## config.mk

```make
export PLATFORM = sky130hd
export DESIGN_NAME = pec_cell
export DESIGN_NICKNAME = d
export VERILOG_FILES = /design/src/rtl/pec_pkg.sv /design/src/rtl/pec_cell.sv
export SDC_FILE = /design/constraint.sdc
export NUM_CORES = 1
export LEC_CHECK = 0
export ABC_AREA = 1
export BUFFER_PORTS_ARGS = -buffer_cell sky130_fd_sc_hd__buf_2
export CAP_MARGIN = 20
export CELL_PAD_IN_SITES_DETAIL_PLACEMENT = 1
export CELL_PAD_IN_SITES_GLOBAL_PLACEMENT = 2
export CORE_UTILIZATION = 31
export DETAILED_ROUTE_END_ITERATION = 7
export PLACE_DENSITY_LB_ADDON = 0.1
export SLEW_MARGIN = 20
export SYNTH_ARGS = -nofsm -noshare
export SYNTH_HDL_FRONTEND = slang
export SYNTH_SLANG_ARGS = --single-unit
```

## constraint.sdc

```tcl
create_clock -name clk_i -period 3.5 [get_ports clk_i]
set_input_delay 0.35 -clock clk_i [delete_from_list [all_inputs] [get_ports clk_i]]
set_output_delay 0.35 -clock clk_i [all_outputs]
set_load 0.01 [all_outputs]
```

## src/rtl/pec_pkg.sv

```systemverilog
// shared constants and types of the priority evicting key-value cache
package pec_pkg;

  // default number of entries in the store
  localparam int unsigned ENTRIES_DEF = 16;

  // key, value and priority width
  localparam int unsigned KW = 32;

  // capacity register width and reset value
  localparam int unsigned CAPW = 5;
  localparam logic [CAPW-1:0] CAP_RESET = 5'd16;

  // operation codes
  typedef enum logic [1:0] {
    OP_GET   = 2'd0,
    OP_PUT   = 2'd1,
    OP_UPD   = 2'd2,
    OP_ERASE = 2'd3
  } op_e;

  // victim candidate handed from cell to cell
  typedef struct packed {
    logic          tok;
    logic          found;
    logic [KW-1:0] key;
    logic [KW-1:0] value;
    logic [KW-1:0] prio;
  } cand_t;

  // per-cell write controls
  typedef struct packed {
    logic fill;
    logic wr_value;
    logic wr_prio;
    logic clr;
  } cell_wr_t;

endpackage

```

## src/rtl/pec_cell.sv

```systemverilog
// one store entry with key match and one stage of the victim search chain
module pec_cell import pec_pkg::*; #(
  parameter int unsigned IW       = 4,
  parameter int unsigned CELL_IDX = 0
) (
  input  logic          clk_i,
  input  logic          rst_ni,
  input  cell_wr_t      wr_i,
  input  logic [KW-1:0] wr_key_i,
  input  logic [KW-1:0] wr_value_i,
  input  logic [KW-1:0] wr_prio_i,
  input  logic [KW-1:0] req_key_i,
  input  cand_t         cand_i,
  input  logic [IW-1:0] cand_idx_i,
  output cand_t         cand_o,
  output logic [IW-1:0] cand_idx_o,
  output logic          valid_o,
  output logic          match_o,
  output logic [KW-1:0] value_o
);

  logic          valid_q;
  logic [KW-1:0] key_q;
  logic [KW-1:0] value_q;
  logic [KW-1:0] prio_q;
  cand_t         cand_q;
  cand_t         cand_d;
  logic [IW-1:0] idx_q;
  logic [IW-1:0] idx_d;
  logic          take;
  logic          prio_lt;
  logic          prio_eq;
  logic          key_lt;

  // entry valid bit
  always_ff @(posedge clk_i or negedge rst_ni) begin
    if (!rst_ni) begin
      valid_q <= 1'b0;
    end else if (wr_i.fill) begin
      valid_q <= 1'b1;
    end else if (wr_i.clr) begin
      valid_q <= 1'b0;
    end
  end

  // entry payload
  always_ff @(posedge clk_i) begin
    if (wr_i.fill) begin
      key_q <= wr_key_i;
    end
    if (wr_i.fill || wr_i.wr_value) begin
      value_q <= wr_value_i;
    end
    if (wr_i.fill || wr_i.wr_prio) begin
      prio_q <= wr_prio_i;
    end
  end

  // key match
  assign match_o = valid_q && (key_q == req_key_i);
  assign valid_o = valid_q;
  assign value_o = value_q;

  // lower priority goes first, ties to the lower key
  assign prio_lt = $signed(prio_q) < $signed(cand_i.prio);
  assign prio_eq = prio_q == cand_i.prio;
  assign key_lt  = $signed(key_q) < $signed(cand_i.key);
  assign take    = valid_q && (!cand_i.found || prio_lt || (prio_eq && key_lt));

  // candidate passed on to the next cell
  always_comb begin
    cand_d = cand_i;
    idx_d  = cand_idx_i;
    if (take) begin
      cand_d.found = 1'b1;
      cand_d.key   = key_q;
      cand_d.value = value_q;
      cand_d.prio  = prio_q;
      idx_d        = IW'(CELL_IDX);
    end
  end

  // chain stage register
  always_ff @(posedge clk_i or negedge rst_ni) begin
    if (!rst_ni) begin
      cand_q <= '0;
      idx_q  <= '0;
    end else begin
      cand_q <= cand_d;
      idx_q  <= idx_d;
    end
  end

  assign cand_o     = cand_q;
  assign cand_idx_o = idx_q;

endmodule

```

# ---- Word-level counts from Yosys, hierarchy flattened
# Index checks and enable logic that the tools add are counted.
dict set report totals {
  out_inout_bits 136
  input_bits 236
  regBits 199
}
dict set report op_classes {
  eq_ne 2
  magnitude_cmp 2
  reduce_logical 9
  n_mux 4
}
# cell n
set ops {}
lappend ops {{two-way mux 97 bit} 1}
lappend ops {{== test 32 bit} 2}
lappend ops {{< comparator 32 bit} 2}
lappend ops {{logical OR 1 bit} 4}
lappend ops {{two-way mux 4 bit} 1}
lappend ops {{logical AND 1 bit} 3}
lappend ops {{two-way mux 1 bit} 2}
lappend ops {{nonzero test 2 bit} 1}
lappend ops {{zero test 1 bit} 1}

# ---- Depth between registers and ports, before layout
dict set report depth {
  depth_word 5
  ltp_mapped 20
  depth_no_buf 18
}

# ---- Worst setup path after synthesis
# No wires, ideal clock.
dict set report synth_timing {
  kind {reg2reg}
  startpoint {register prio_q[31]}
  endpoint {register cand_q (netlist bit cand_o[67])}
  required_ns 3.383
  setup_slack_ns 1.457
  setup_ns 0.117
  stages_incl_launch_ff 17
  arrival_ns 1.926
  cell_sequence {edfxtp_1 > ha_1 > nand2_2 > nor2_4 > nand2_2 > nor3_2 > nand2_1 > nand3_2 > nand2_1 > nand2_1 > nor2_2 > nand2_2 > nand2_4 > buf_6 > buf_6 > nand2_2 > nand2_1}
}
# item line_no
set synth_rtl {}
lappend synth_rtl {{start: declaration} pec_cell.sv:25} ;# logic [KW-1:0] prio_q;
lappend synth_rtl {{start signal: assignment} pec_cell.sv:55} ;# prio_q <= wr_prio_i;
lappend synth_rtl {{end signal: assignment} pec_cell.sv:89} ;# cand_q <= cand_d;
lappend synth_rtl {{end: declaration} pec_cell.sv:26} ;# cand_t cand_q;

# ---- Worst setup path after layout
dict set report layout_timing {
  startpoint {register valid_q (netlist: valid_o)}
  endpoint {output port valid_o}
}
# item line_no
set layout_rtl {}
lappend layout_rtl {{start: declaration} pec_cell.sv:22} ;# logic valid_q;
lappend layout_rtl {{start signal: assignment} pec_cell.sv:38} ;# valid_q <= 1'b0;
lappend layout_rtl {{start signal: assignment} pec_cell.sv:40} ;# valid_q <= 1'b1;
lappend layout_rtl {{start signal: assignment} pec_cell.sv:42} ;# valid_q <= 1'b0;
lappend layout_rtl {{end: declaration} pec_cell.sv:17} ;# output logic valid_o,
# No word-level cell between the ends.

==> flow_summary.yaml <==
logic_synthesis:
  synth-compound-area-share_pct: 4.44
  synthXorXnorAreaFrac_pct: 0.768
  yosys_register_bits: 199
  syn_nets: 1183
  synth_cells: 884
  post_synth_fa_ha_maj_area_fraction_pct: 8.64
  portion_of_netlist_area_occupied_by_mux_cells_pct: 0
  syn-mean-instance-area_sq_um: 10.3
  post_synth_and_or_nand_nor_area_fraction_pct: 19.6
  synth_area_sq_um: 9120
  synthDistinctLibCells: 34
  dominant_combinational_cell_family_by_area_after_synthesis: "simple AND/OR/NAND/NOR gates"
  yosysWarnings: 0
  synth-seq-area-share_pct: 59.9
layout:
  finish.net_count: 1552
  syn2layout_area_growth_pct: 31.4
  finalCoreUtilization_pct: 41.5
  post_route_cells_drive_above_1_share_pct: 34.6
  filler_cell_count: 3448
clock_network:
  cts_made_buffers: 17
  postCtsResizedCells: 0
  cts_setup_buffers: 0
  htreeDepth: 4
  cts-hold-fix-buffers: 2
  clk-insertion-delay-late_ns: 0.45
  maximum_root_to_sink_buffer_count: 2
  clkTransAtPathRegs_ns: 0.08
  cts_sinks: 199
  tritoncts: "built"
  cts_root_buf: "sky130_fd_sc_hd__clkbuf_16"
sta:
  period_needed_ns: 2.74
  finalMaxSlewViolations: 0
  finalSetupViolations: 0
  setup_tns_ns: 0
  clock.fmax_mhz: 365
  fin_skew_ns: 0.0120
  transition_time_at_the_pin_with_the_least_slew_margin_ns: 0.901
  rsz0062_at_grt: "false"
  timing.max_slew.rel_slack_pct: 39.9
  final_period_util_pct: 78.3
  final_hold_vios: 0
worst_hold_path:
  min_from: "wr_prio_i[25]"
  kind_of_path_behind_the_tightest_hold_check: "in2reg"
  min_to: "prio_q[25]"
  hold_path_depth: 1
global_routing:
  grt_first_pass_wirelength_microns: 46800
  grt_remaining_overflow: 0
  via_count_of_the_first_global_routing_pass: 7937
  grt_start_max_net_pins: 101
  grt.total_usage_pct: 20.9
  number_of_antenna_violations_at_the_first_check_in_global_routing: 10
placed_design:
  place.port_buffers: 371
  globalplace.congestion: 0.797
  dpl.hpwl_microns: 22700
route:
  route.detailed.vias_per_inst: 4.59
  drt-wirelength-per-cell_microns: 18.6
  via_count: 7609
  drc_errors: 0
  drt_iter0_markers: 355
  routed_wirelength_microns: 30900
  first_pass_iters: 6
  route.antenna.remaining_nets: 0
critical_path:
  worst-r2r-cell-count: 11
  crit_required_ns: 3.15
  register_to_register_path_setup_slack_ns: 0.89
  worstPathMaxFanout: 53
  critical_path.endpoint_type: "primary output"
  critical_path_arrival_ns: 2.39
  critPathLaunchType: "flop"
  r2r_start: "prio_q[23]"
  critPathKind: "reg2out"
  reg2reg_to: "cand_o[34]"
run_status:
  outcome: "finished clean"
die:
  fp.dieH_microns: 174
  start_util_pct: 31.6
  io_pins: 372
  die_x_microns: 174
  num_rows: 62
  core_region_area_sq_um: 28900
  dieArea_sq_um: 30100
pwr:
  irDropWorstVdd_v: 0.000333
  power-per-cell-area_nw_per_um2: 517
  p_leak_uw: 0.00630
  total_power_uw: 6200
flow_run:
  drv_cap: 0
-- critical path: stages, from the launching register on --
cell,delay (ns)
sky130_fd_sc_hd__dfrtp_4,0.47
sky130_fd_sc_hd__buf_4,0.51
sky130_fd_sc_hd__buf_4,0.67
sky130_fd_sc_hd__buf_2,0.25
-- flip-flops by register name, summed over array words and instances (netlist names) --
name,cells
value_o,32
valid_o,1
key_q,32
prio_q,32
cand_idx_o,4
cand_o,98
-- cells in the final DEF, fill, tap and decap left out, types with 6 or more instances in the layout --
master and count:
sky130_fd_sc_hd__buf_2 370, sky130_fd_sc_hd__nand2_1 256, sky130_fd_sc_hd__nand3_1 104, sky130_fd_sc_hd__dfrtp_1 102, sky130_fd_sc_hd__inv_1 98, sky130_fd_sc_hd__edfxtp_1 96, sky130_fd_sc_hd__ha_1 63, sky130_fd_sc_hd__a21oi_1 32
sky130_fd_sc_hd__nor2_1 22, sky130_fd_sc_hd__clkbuf_16 17, sky130_fd_sc_hd__nand2_2 12, sky130_fd_sc_hd__o21ai_0 10, sky130_fd_sc_hd__diode_2 7, sky130_fd_sc_hd__or2_2 7, sky130_fd_sc_hd__o22ai_1 7, sky130_fd_sc_hd__buf_4 7
sky130_fd_sc_hd__xor2_1 6, sky130_fd_sc_hd__a221oi_1 6
-- final cells by class --
type | count | area (sq um) | area share [%]
timing repair buffer | 382 | 1980 | 16.6
tap | 384 | 480 | 4.01
sequential | 199 | 5460 | 45.6
multi-input combinational | 555 | 3060 | 25.5
clock buffer | 17 | 425 | 3.55
antenna | 7 | 17.5 | 0.146
inverter | 98 | 368 | 3.07
clock inverter | 15 | 185 | 1.55
-- power by group --
| part | switching [uW] | internal (uW) |
|---|---|---|
| clock | 1040 | 1030 |
| sequential | 126 | 2750 |
| combinational | 770 | 486 |
-- how the worst max path moves through the flow --
stage | to | slack (ns) | from | depth (start not counted)
after floorplan | cand_o[67] | 1.46 | prio_q[31] | 16
after global placement | cand_o[90] | 0.77 | cand_i[69] | 17
after detailed placement | cand_o[90] | 0.75 | cand_i[23] | 13
after CTS | match_o | 0.64 | key_q[28] | 5
after global routing | cand_o[90] | 0.55 | key_q[21] | 13
final | valid_o | 0.76 | valid_o | 3
-- routing by layer --
metal / share of wire [%] / wire [microns] / vias to the layer above / global-route usage [%]
met4: 0.79 / 245 / 8 / 4.90
met2: 50 / 15500 / 236 / 35.8
met1: 42 / 13000 / 3685 / 25.4
met3: 6.6 / 2050 / 23 / 6.69
met5: 0.20 / 62 / - / 0
li1: - / - / 3657 / -
-- metrics by stage --
step,setup slack (ns),area [sq um],hold WS (ns),cells
3_3_place_gp,0.765,11300,0.458,1616
4_1_cts,0.644,12000,0.0335,1650
5_1_grt,0.554,12000,0.0329,1655
3_5_place_dp,0.753,11300,0.465,1616
6_report,0.760,12000,0.0642,1657
2_1_floorplan,1.46,9120,0.0544,884
-- synth_stat cells, drive strengths merged --
library cell	count	area [sq um]
a221oi	6	52.6
nand3	105	531
o22ai	7	43.8
buf	23	204
inv	98	368
xor2	6	52.6
o21a	5	37.5
or2	7	43.8
a211oi	2	15.0
a21oi	32	160
xnor2	2	17.5
nand4	5	31.3
ha	63	788
dfrtp	103	2580
a21boi	4	30.0
edfxtp	96	2880
nand2	270	1050
and3	1	6.26
o21ai	10	50.1
nor4	1	6.26
nor3	3	20.0
o21bai	1	7.51
nor2	24	100
clkbuf	9	33.8
a2111oi	1	8.76
-- cells by family after synthesis --
kind of cell	Yosys count
DFF	199
buffers and inverters	130
xor gates and xnor gates	8
AOI/OAI and AO/OA	68
adders and majority gates	63
and+or+nand+nor	416
No activity file was read; power rests on OpenSTA's default activity.
